File: src/design/oxc_pkg.sv
// ----------------------------------------------------------------------------
// oxc_pkg: shared types and constants for the order crossover block
// Sequencer state encoding and fixed field widths.
// ----------------------------------------------------------------------------
`default_nettype none

package oxc_pkg;

   // width of each cut point field on the request channel
   localparam int CUT_W = 6;

   typedef enum logic [3:0] {
      ST_INIT,
      ST_LOAD,
      ST_CUTS,
      ST_SEG_RD,
      ST_SEG_WR,
      ST_SCAN_INIT,
      ST_SCAN_RD,
      ST_SCAN_MAP,
      ST_SCAN_WR,
      ST_CLR_RD,
      ST_CLR_WR,
      ST_EMIT_RD,
      ST_EMIT_OUT
   } state_type;

endpackage

`default_nettype wire

File: src/design/oxc_ram.sv
// ----------------------------------------------------------------------------
// oxc_ram: generic simple dual-port RAM
// One write port, one read port, registered read data held when not enabled.
// ----------------------------------------------------------------------------
`default_nettype none

module oxc_ram #(
   parameter int WIDTH = 8,
   parameter int DEPTH = 64
) (
   input  wire logic                     clock,
   input  wire logic                     wr_en,
   input  wire logic [$clog2(DEPTH)-1:0] wr_addr,
   input  wire logic [WIDTH-1:0]         wr_data,
   input  wire logic                     rd_en,
   input  wire logic [$clog2(DEPTH)-1:0] rd_addr,
   output logic      [WIDTH-1:0]         rd_data
);

   logic [WIDTH-1:0] mem [DEPTH];
   logic [WIDTH-1:0] rd_data_ff;

   always_ff @(posedge clock) begin
      if (wr_en) begin
         mem[wr_addr] <= wr_data;
      end
      if (rd_en) begin
         rd_data_ff <= mem[rd_addr];
      end
   end

   assign rd_data = rd_data_ff;

endmodule

`default_nettype wire

File: src/design/oxc_step.sv
// ----------------------------------------------------------------------------
// oxc_step: shared index stepper
// Advances a position by one modulo the run length and flags the last slot.
// ----------------------------------------------------------------------------
`default_nettype none

module oxc_step #(
   parameter int IDX_W = 6,
   parameter int CNT_W = 7
) (
   input  wire logic [IDX_W-1:0] idx,
   input  wire logic [CNT_W-1:0] count,
   output logic      [IDX_W-1:0] next_idx,
   output logic                  at_end
);

   logic [CNT_W-1:0] sum;

   always_comb begin
      sum      = CNT_W'(idx) + CNT_W'(1);
      at_end   = (sum == count);
      next_idx = at_end ? '0 : sum[IDX_W-1:0];
   end

endmodule

`default_nettype wire

File: src/design/order_crossover_permutation.sv
// ----------------------------------------------------------------------------
// order_crossover_permutation: OX1 order crossover of two permutations
//
// Request words load one position of both parents per cycle.
// The word with req_tlast set also carries the two cut points and starts the
// run over the n loaded positions (capped at MAX_GENES, extra genes dropped).
// Cuts are clamped to n-1 and swapped if reversed. req_tready is low for the
// whole run. The run orders the cuts, copies the segment genes with a read and
// a write step each, scans parent two from a setup step with a read, map and
// write step per gene (skipped for n = 1), clears the membership entries of
// the segment genes again, and sends the child in position order, rsp_tlast
// on the final word. Each step is paced by the single read port of each store
// and the one shared index stepper.
// After reset the membership map is swept clear, one entry a cycle, over all
// 2^GENE_BITS entries (256 by default) with req_tready low.
// A stalled receiver simply holds the current response word.
// ----------------------------------------------------------------------------
`default_nettype none

module order_crossover_permutation #(
   parameter int MAX_GENES = 64,
   parameter int GENE_BITS = 8
) (
   input  wire logic clock,
   input  wire logic reset,
   input  wire logic req_tvalid,
   output logic      req_tready,
   // gene_first, gene_second, cut_low, cut_high (low bit up), zero padded
   input  wire logic [((2*GENE_BITS+2*oxc_pkg::CUT_W+7)/8)*8-1:0] req_tdata,
   input  wire logic req_tlast,   // last_gene
   output logic      rsp_tvalid,
   input  wire logic rsp_tready,
   // child_gene, zero padded
   output logic [((GENE_BITS+7)/8)*8-1:0] rsp_tdata,
   output logic rsp_tlast         // last_child
);

   import oxc_pkg::*;

   localparam int IDX_W     = $clog2(MAX_GENES);
   localparam int CNT_W     = $clog2(MAX_GENES + 1);
   localparam int CMP_W     = (CNT_W > CUT_W) ? CNT_W : CUT_W;
   localparam int RSP_W     = ((GENE_BITS + 7) / 8) * 8;
   localparam int GENE_SPAN = 1 << GENE_BITS;

   state_type state_ff, state_in;

   logic [CNT_W-1:0]     cnt_ff, cnt_in;
   logic [CNT_W-1:0]     n_ff, n_in;
   logic [CUT_W-1:0]     cut_lo_ff, cut_lo_in;
   logic [CUT_W-1:0]     cut_hi_ff, cut_hi_in;
   logic [IDX_W-1:0]     lo_ff, lo_in;
   logic [IDX_W-1:0]     hi_ff, hi_in;
   logic [IDX_W-1:0]     i_ff, i_in;
   logic [IDX_W-1:0]     j_ff, j_in;
   logic [IDX_W-1:0]     pos_ff, pos_in;
   logic [IDX_W-1:0]     k_ff, k_in;
   logic                 scan_end_ff, scan_end_in;
   logic [GENE_BITS-1:0] clr_cnt_ff, clr_cnt_in;
   logic [MAX_GENES-1:0] child_vld_ff, child_vld_in;

   logic req_fire;
   logic full;

   // shared stepper
   logic [IDX_W-1:0] step_x;
   logic [IDX_W-1:0] step_next;
   logic             step_end;

   // store ports
   logic                 par_wr_en;
   logic                 p1_rd_en;
   logic                 p2_rd_en;
   logic [GENE_BITS-1:0] p1_q;
   logic [GENE_BITS-1:0] p2_q;
   logic                 child_wr_en;
   logic [IDX_W-1:0]     child_wr_addr;
   logic [GENE_BITS-1:0] child_wr_data;
   logic                 child_rd_en;
   logic [GENE_BITS-1:0] child_q;
   logic                 map_wr_en;
   logic [GENE_BITS-1:0] map_wr_addr;
   logic                 map_wr_data;
   logic                 map_rd_en;
   logic                 map_q;

   // cut clamp
   logic [CMP_W-1:0] nm1_ext;
   logic [CMP_W-1:0] lo_ext;
   logic [CMP_W-1:0] hi_ext;
   logic [CMP_W-1:0] lo_cl;
   logic [CMP_W-1:0] hi_cl;
   logic [IDX_W-1:0] lo_new;
   logic [IDX_W-1:0] hi_new;

   logic [GENE_BITS-1:0] gene_out;

   assign req_fire = req_tvalid & req_tready;
   assign full     = (cnt_ff == CNT_W'(MAX_GENES));

   oxc_step #(.IDX_W(IDX_W), .CNT_W(CNT_W)) u_step (
      .idx      (step_x),
      .count    (n_ff),
      .next_idx (step_next),
      .at_end   (step_end)
   );

   oxc_ram #(.WIDTH(GENE_BITS), .DEPTH(MAX_GENES)) u_first_store (
      .clock   (clock),
      .wr_en   (par_wr_en),
      .wr_addr (cnt_ff[IDX_W-1:0]),
      .wr_data (req_tdata[GENE_BITS-1:0]),
      .rd_en   (p1_rd_en),
      .rd_addr (i_ff),
      .rd_data (p1_q)
   );

   oxc_ram #(.WIDTH(GENE_BITS), .DEPTH(MAX_GENES)) u_second_store (
      .clock   (clock),
      .wr_en   (par_wr_en),
      .wr_addr (cnt_ff[IDX_W-1:0]),
      .wr_data (req_tdata[2*GENE_BITS-1:GENE_BITS]),
      .rd_en   (p2_rd_en),
      .rd_addr (j_ff),
      .rd_data (p2_q)
   );

   oxc_ram #(.WIDTH(GENE_BITS), .DEPTH(MAX_GENES)) u_child_store (
      .clock   (clock),
      .wr_en   (child_wr_en),
      .wr_addr (child_wr_addr),
      .wr_data (child_wr_data),
      .rd_en   (child_rd_en),
      .rd_addr (k_ff),
      .rd_data (child_q)
   );

   oxc_ram #(.WIDTH(1), .DEPTH(GENE_SPAN)) u_member_map (
      .clock   (clock),
      .wr_en   (map_wr_en),
      .wr_addr (map_wr_addr),
      .wr_data (map_wr_data),
      .rd_en   (map_rd_en),
      .rd_addr (p2_q),
      .rd_data (map_q)
   );

   // clamp to n-1, then order the cuts
   always_comb begin
      nm1_ext = CMP_W'(n_ff - CNT_W'(1));
      lo_ext  = CMP_W'(cut_lo_ff);
      hi_ext  = CMP_W'(cut_hi_ff);
      lo_cl   = (lo_ext > nm1_ext) ? nm1_ext : lo_ext;
      hi_cl   = (hi_ext > nm1_ext) ? nm1_ext : hi_ext;
      if (lo_cl > hi_cl) begin
         lo_new = hi_cl[IDX_W-1:0];
         hi_new = lo_cl[IDX_W-1:0];
      end else begin
         lo_new = lo_cl[IDX_W-1:0];
         hi_new = hi_cl[IDX_W-1:0];
      end
   end

   // next state
   always_comb begin
      state_in = state_ff;
      unique case (state_ff)
         ST_INIT: begin
            if (clr_cnt_ff == '1) state_in = ST_LOAD;
         end
         ST_LOAD: begin
            if (req_fire && req_tlast) state_in = ST_CUTS;
         end
         ST_CUTS:      state_in = ST_SEG_RD;
         ST_SEG_RD:    state_in = ST_SEG_WR;
         ST_SEG_WR: begin
            if (i_ff == hi_ff) begin
               state_in = (n_ff == CNT_W'(1)) ? ST_CLR_RD : ST_SCAN_INIT;
            end else begin
               state_in = ST_SEG_RD;
            end
         end
         ST_SCAN_INIT: state_in = ST_SCAN_RD;
         ST_SCAN_RD:   state_in = ST_SCAN_MAP;
         ST_SCAN_MAP:  state_in = ST_SCAN_WR;
         ST_SCAN_WR:   state_in = scan_end_ff ? ST_CLR_RD : ST_SCAN_RD;
         ST_CLR_RD:    state_in = ST_CLR_WR;
         ST_CLR_WR:    state_in = (i_ff == hi_ff) ? ST_EMIT_RD : ST_CLR_RD;
         ST_EMIT_RD:   state_in = ST_EMIT_OUT;
         ST_EMIT_OUT: begin
            if (rsp_tready) state_in = step_end ? ST_LOAD : ST_EMIT_RD;
         end
         default:      state_in = ST_INIT;
      endcase
   end

   // outputs and store controls
   always_comb begin
      req_tready    = 1'b0;
      rsp_tvalid    = 1'b0;
      step_x        = i_ff;
      par_wr_en     = 1'b0;
      p1_rd_en      = 1'b0;
      p2_rd_en      = 1'b0;
      child_wr_en   = 1'b0;
      child_wr_addr = i_ff;
      child_wr_data = p1_q;
      child_rd_en   = 1'b0;
      map_wr_en     = 1'b0;
      map_wr_addr   = p1_q;
      map_wr_data   = 1'b0;
      map_rd_en     = 1'b0;
      unique case (state_ff)
         ST_INIT: begin
            map_wr_en   = 1'b1;
            map_wr_addr = clr_cnt_ff;
         end
         ST_LOAD: begin
            req_tready = 1'b1;
            par_wr_en  = req_fire & ~full;
         end
         ST_SEG_RD:    p1_rd_en = 1'b1;
         ST_SEG_WR: begin
            child_wr_en = 1'b1;
            map_wr_en   = 1'b1;
            map_wr_data = 1'b1;
         end
         ST_SCAN_INIT: step_x = hi_ff;
         ST_SCAN_RD: begin
            step_x   = j_ff;
            p2_rd_en = 1'b1;
         end
         ST_SCAN_MAP:  map_rd_en = 1'b1;
         ST_SCAN_WR: begin
            step_x        = pos_ff;
            child_wr_en   = ~map_q;
            child_wr_addr = pos_ff;
            child_wr_data = p2_q;
         end
         ST_CLR_RD:    p1_rd_en = 1'b1;
         ST_CLR_WR:    map_wr_en = 1'b1;
         ST_EMIT_RD:   child_rd_en = 1'b1;
         ST_EMIT_OUT: begin
            step_x     = k_ff;
            rsp_tvalid = 1'b1;
         end
         default: begin
         end
      endcase
   end

   // unwritten child slots read as zero
   assign gene_out  = child_vld_ff[k_ff] ? child_q : '0;
   assign rsp_tdata = RSP_W'(gene_out);
   assign rsp_tlast = step_end;

   // datapath registers
   always_comb begin
      cnt_in       = cnt_ff;
      n_in         = n_ff;
      cut_lo_in    = cut_lo_ff;
      cut_hi_in    = cut_hi_ff;
      lo_in        = lo_ff;
      hi_in        = hi_ff;
      i_in         = i_ff;
      j_in         = j_ff;
      pos_in       = pos_ff;
      k_in         = k_ff;
      scan_end_in  = scan_end_ff;
      clr_cnt_in   = clr_cnt_ff;
      child_vld_in = child_vld_ff;
      unique case (state_ff)
         ST_INIT: clr_cnt_in = clr_cnt_ff + GENE_BITS'(1);
         ST_LOAD: begin
            if (req_fire) begin
               if (req_tlast) begin
                  n_in      = full ? cnt_ff : cnt_ff + CNT_W'(1);
                  cnt_in    = '0;
                  cut_lo_in = req_tdata[2*GENE_BITS+CUT_W-1:2*GENE_BITS];
                  cut_hi_in = req_tdata[2*GENE_BITS+2*CUT_W-1:2*GENE_BITS+CUT_W];
               end else if (!full) begin
                  cnt_in = cnt_ff + CNT_W'(1);
               end
            end
         end
         ST_CUTS: begin
            lo_in        = lo_new;
            hi_in        = hi_new;
            i_in         = lo_new;
            child_vld_in = '0;
         end
         ST_SEG_WR: begin
            child_vld_in[i_ff] = 1'b1;
            i_in = (i_ff == hi_ff) ? lo_ff : step_next;
         end
         ST_SCAN_INIT: begin
            j_in   = step_next;
            pos_in = step_next;
         end
         ST_SCAN_RD: begin
            j_in        = step_next;
            scan_end_in = (j_ff == hi_ff);
         end
         ST_SCAN_WR: begin
            if (!map_q) begin
               child_vld_in[pos_ff] = 1'b1;
               pos_in = step_next;
            end
         end
         ST_CLR_WR: begin
            i_in = step_next;
            k_in = '0;
         end
         ST_EMIT_OUT: begin
            if (rsp_tready && !step_end) k_in = step_next;
         end
         default: begin
         end
      endcase
   end

   always_ff @(posedge clock) begin
      if (reset) begin
         state_ff     <= ST_INIT;
         cnt_ff       <= '0;
         clr_cnt_ff   <= '0;
         child_vld_ff <= '0;
         scan_end_ff  <= 1'b0;
      end else begin
         state_ff     <= state_in;
         cnt_ff       <= cnt_in;
         clr_cnt_ff   <= clr_cnt_in;
         child_vld_ff <= child_vld_in;
         scan_end_ff  <= scan_end_in;
      end
   end

   always_ff @(posedge clock) begin
      n_ff      <= n_in;
      cut_lo_ff <= cut_lo_in;
      cut_hi_ff <= cut_hi_in;
      lo_ff     <= lo_in;
      hi_ff     <= hi_in;
      i_ff      <= i_in;
      j_ff      <= j_in;
      pos_ff    <= pos_in;
      k_ff      <= k_in;
   end

endmodule

`default_nettype wire

File: config.mk
export PLATFORM = sky130hd
export DESIGN_NAME = order_crossover_permutation
export DESIGN_NICKNAME = d
export VERILOG_FILES = /design/src/design/oxc_pkg.sv /design/src/design/oxc_ram.sv /design/src/design/oxc_step.sv /design/src/design/order_crossover_permutation.sv
export SDC_FILE = /design/constraint.sdc
export NUM_CORES = 2
export LEC_CHECK = 0
export ABC_AREA = 1
export BUFFER_PORTS_ARGS = -buffer_cell sky130_fd_sc_hd__buf_2
export CAP_MARGIN = 30
export CORE_MARGIN = 4
export CORE_UTILIZATION = 41
export DETAILED_ROUTE_END_ITERATION = 8
export PLACE_DENSITY_LB_ADDON = 0.3
export SLEW_MARGIN = 20
export SYNTH_ARGS = -nofsm -noshare
export SYNTH_HDL_FRONTEND = slang
export SYNTH_HIERARCHICAL = 1
export SYNTH_SLANG_ARGS = --single-unit
File: constraint.sdc
create_clock -name clock -period 21.5 [get_ports clock]
set_clock_uncertainty 0.05 [all_clocks]
set_input_delay 0 -clock clock [delete_from_list [all_inputs] [get_ports clock]]
set_output_delay 0 -clock clock [all_outputs]
set_load 0.01 [all_outputs]
==> run summary <==
vias per inst: 5.406
pwr dens: 83.97 nW/µm²
Starting Density: 41.36%
Max Slew Vio Count: 0
antenna viol nets, final: 0
top_reg_cell synth: edfxtp_1
full die area: 214400 µm²
vias in the first global route: 54170
TritonCTS clock tree: done
CP arrival: 5480 ps
#FFs+latches synth: 1956
Clock transition at path regs: 60 ps
RSZ-0062 raised after global routing: no
leakage: 33.12 nW
Worst Setup Slack, final: 16700 ps
syn_nets: 7903
Mean Syn Cell Area: 10.82 µm²
DP HPWL: 120500 µm
drt drc: 0
Die H: 463.0 µm
Synth Cell Area: 84880 µm²
slew at the pin closest to its max-slew limit: 1090 ps
final worst path period share: 22.33%
clock net sink count: 1956
first-pass GRT wire length: 327300 µm
Syn Inst Count: 7846
CP Capture Type: register
Ys Warns: 6
asr flop ratio synth: 0%
drt pass-1 iters: 6
share of cells above drive strength 1: 6.575%
Max clock buf depth: 3
num rows: 166
core region area: 205200 µm²
Max Fanout on Critical Path: 13
Rel. slew slack: 27.34%
Worst Path Class, Setup: reg2reg
maximum vdd drop: 0.08463 mV
Max-cap violations: 0
First DRT Iteration DRCs: 6210
sequential share of the synthesized area: 68.21%
Final min period: 4802 ps
CTS H-Tree Depth: 4
most frequent CP cell: nand3_1
post-placement worst setup slack: 16680 ps
final setup violation count: 0
Fmax: 208.2 MHz
setup TNS: 0 ps
outcome: finished clean
drt total wl: 215700 µm
Avg WL per Cell: 20.27 µm
CP Buf/Inv Count: 3
clock latency on the worst-skew pair: 860 ps
total power: 0.007863 W
Root Driver: clkbuf_16
Port Buffers: 43
Num CTS Buffers: 201
remaining global-route overflow: 0
Data required, critical path: 22180 ps
crit-path cells: clkinv_1 -> ha_1 -> xnor2_1 -> ha_1 -> a21oi_1 -> nand2_1 -> nand2_1 -> nand3_1 -> nor2_1 -> nor2_4 -> nand3_1 -> and2_4 -> inv_1 -> ha_1 -> a21oi_1 -> o21ai_0 -> or2_2 -> o21ai_2 -> inv_1 -> nand3_1 -> nand3_1 -> nand2_1
nature of the critical path startpoint: register
Hold WC Path Type: in2reg
critical path's slowest cell: edfxtp_1
PostCTS Resize Cnt: 0
die span in x: 463.0 µm
EDFF count, synth: 1872
initial antenna violation count: 3
io pins: 48
Netlist cell types: 50
Synth-to-Final Area Change: 10.33%
gr usage total: 19.47%
final weighted congestion in routability-driven placement: 0.8936
Vias: 57530
crit-path leading delay family: simple AND/OR/NAND/NOR gates
largest net degree at the start of global routing: 257
max incr delay on CP: 390 ps
Final Hold Fails: 0
Final #Nets: 7841
[power by group]
group / switching [W] / internal (W)
Combinational: 0.000112 / 0.0000284
Clock: 0.00149 / 0.00208
Sequential: 0.00000382 / 0.00415
[cell usage in the layout (no fill, tap or decap), drive strengths merged, types with 11 or more instances in the layout]
master       netlist  layout
nand2           2436    2436
edfxtp          1872    1872
nand3           1716    1716
nor2             512     512
inv              252     261
clkbuf           104     247
o21ai            175     175
buf              370     162
a21oi            100     100
dfxtp             84      84
clkinv             2      82
dlygate4sd3        0      47
nand4             44      44
nor3              38      38
bufinv             0      28
nor4              26      26
ha                20      20
o211ai            16      16
and2              11      11
[worst paths after layout]
path	startpoint	to	slack (ps)	cells past startpoint
max reg2reg	n_ff[0]	i_ff[3]	16700	22
max	n_ff[0]	i_ff[3]	16700	22
min reg2reg	child_vld_ff[7]	child_vld_ff[7]	400	2
min	reset	cnt_ff[4]	170	3
[metal layers]
layer  GRT usage, %  share of wire [%]
met3          2.898                6.7
met1          26.23                 42
met2          32.10                 48
met5              0                  0
met4          7.084                3.4
[registers in the layout (all words and copies together) (netlist names), 64 cells and up]
| signal | cells |
|---|---|
| u_member_map/mem | 256 |
| u_child_store/mem | 512 |
| u_second_store/mem | 512 |
| u_first_store/mem | 512 |
| child_vld_ff | 64 |
[area by class of cell]
type                       instances  area, µm²
antenna                            1      2.502
clock buffer                     247       5243
clock inverter                   126       1530
fill                           18650     111600
inverter                         254      982.2
multi-input combinational       5162      22870
sequential                      1956      57900
tap                             2688       3363
timing repair buffer             209       1757
[Yosys cell counts (6+ instances only)]
cell type / number / area share (%)
nor2_1: 503 / 2.2
nand4_1: 44 / 0.32
clkbuf_1: 104 / 0.46
buf_2: 147 / 0.87
edfxtp_1: 1872 / 66
nor2_4: 7 / 0.093
a21boi_0: 8 / 0.071
and2_1: 6 / 0.044
xor2_1: 9 / 0.093
nand2_1: 2432 / 11
o21bai_1: 7 / 0.062
a21oi_1: 100 / 0.59
o21ai_0: 168 / 0.99
buf_6: 136 / 1.8
nor3_1: 38 / 0.22
o22ai_1: 6 / 0.044
nor4_1: 26 / 0.19
inv_2: 7 / 0.031
inv_1: 241 / 1.1
dfxtp_1: 84 / 2.0
nand3_1: 1712 / 10
buf_8: 6 / 0.11
o211ai_1: 16 / 0.14
buf_1: 33 / 0.15
ha_1: 20 / 0.29
a22oi_1: 9 / 0.080
buf_4: 48 / 0.42
[through the flow]
step                instance area, µm²  hold slack (ps)  instances  util [%]
CTS                              93500            120.6      10630     45.56
global route                     93640            182.8      10640     45.63
global placement                 86100            187.6      10200     41.96
finish                           93640            170.2      10640     45.63
floorplan                        84880            19.07       7846         -
detailed placement               86260            186.5      10210     42.03
[worst register-to-register path: cells and delay by family, from the launching register on]
family | cells | cell delay, ps
simple gates | 11 | 1580
xor+xnor | 1 | 380
compound gates | 4 | 640
buf+inv | 3 | 660
flops | 1 | 390
fa+ha+maj | 3 | 1010
[logic make-up after synthesis]
group                    Yosys count  synth area share [%]
AO/OA/AOI/OAI                    335                 2.163
adder cells (fa/ha/maj)           20                0.2948
other                              2              0.008848
flip-flops                      1956                 68.21
AND/OR/NAND/NOR                 4790                 24.19
XOR/XNOR                          15                0.1769
buffers and inverters            728                 4.952
[what timing repair did]
| item | 4_1_cts | 5_1_grt |
|---|---|---|
| buffers inserted | 0 | 0 |
| hold endpoints to repair | 1081 | 0 |
| hold buffers | 47 | 0 |
No activity file was read; power rests on OpenSTA's default activity.
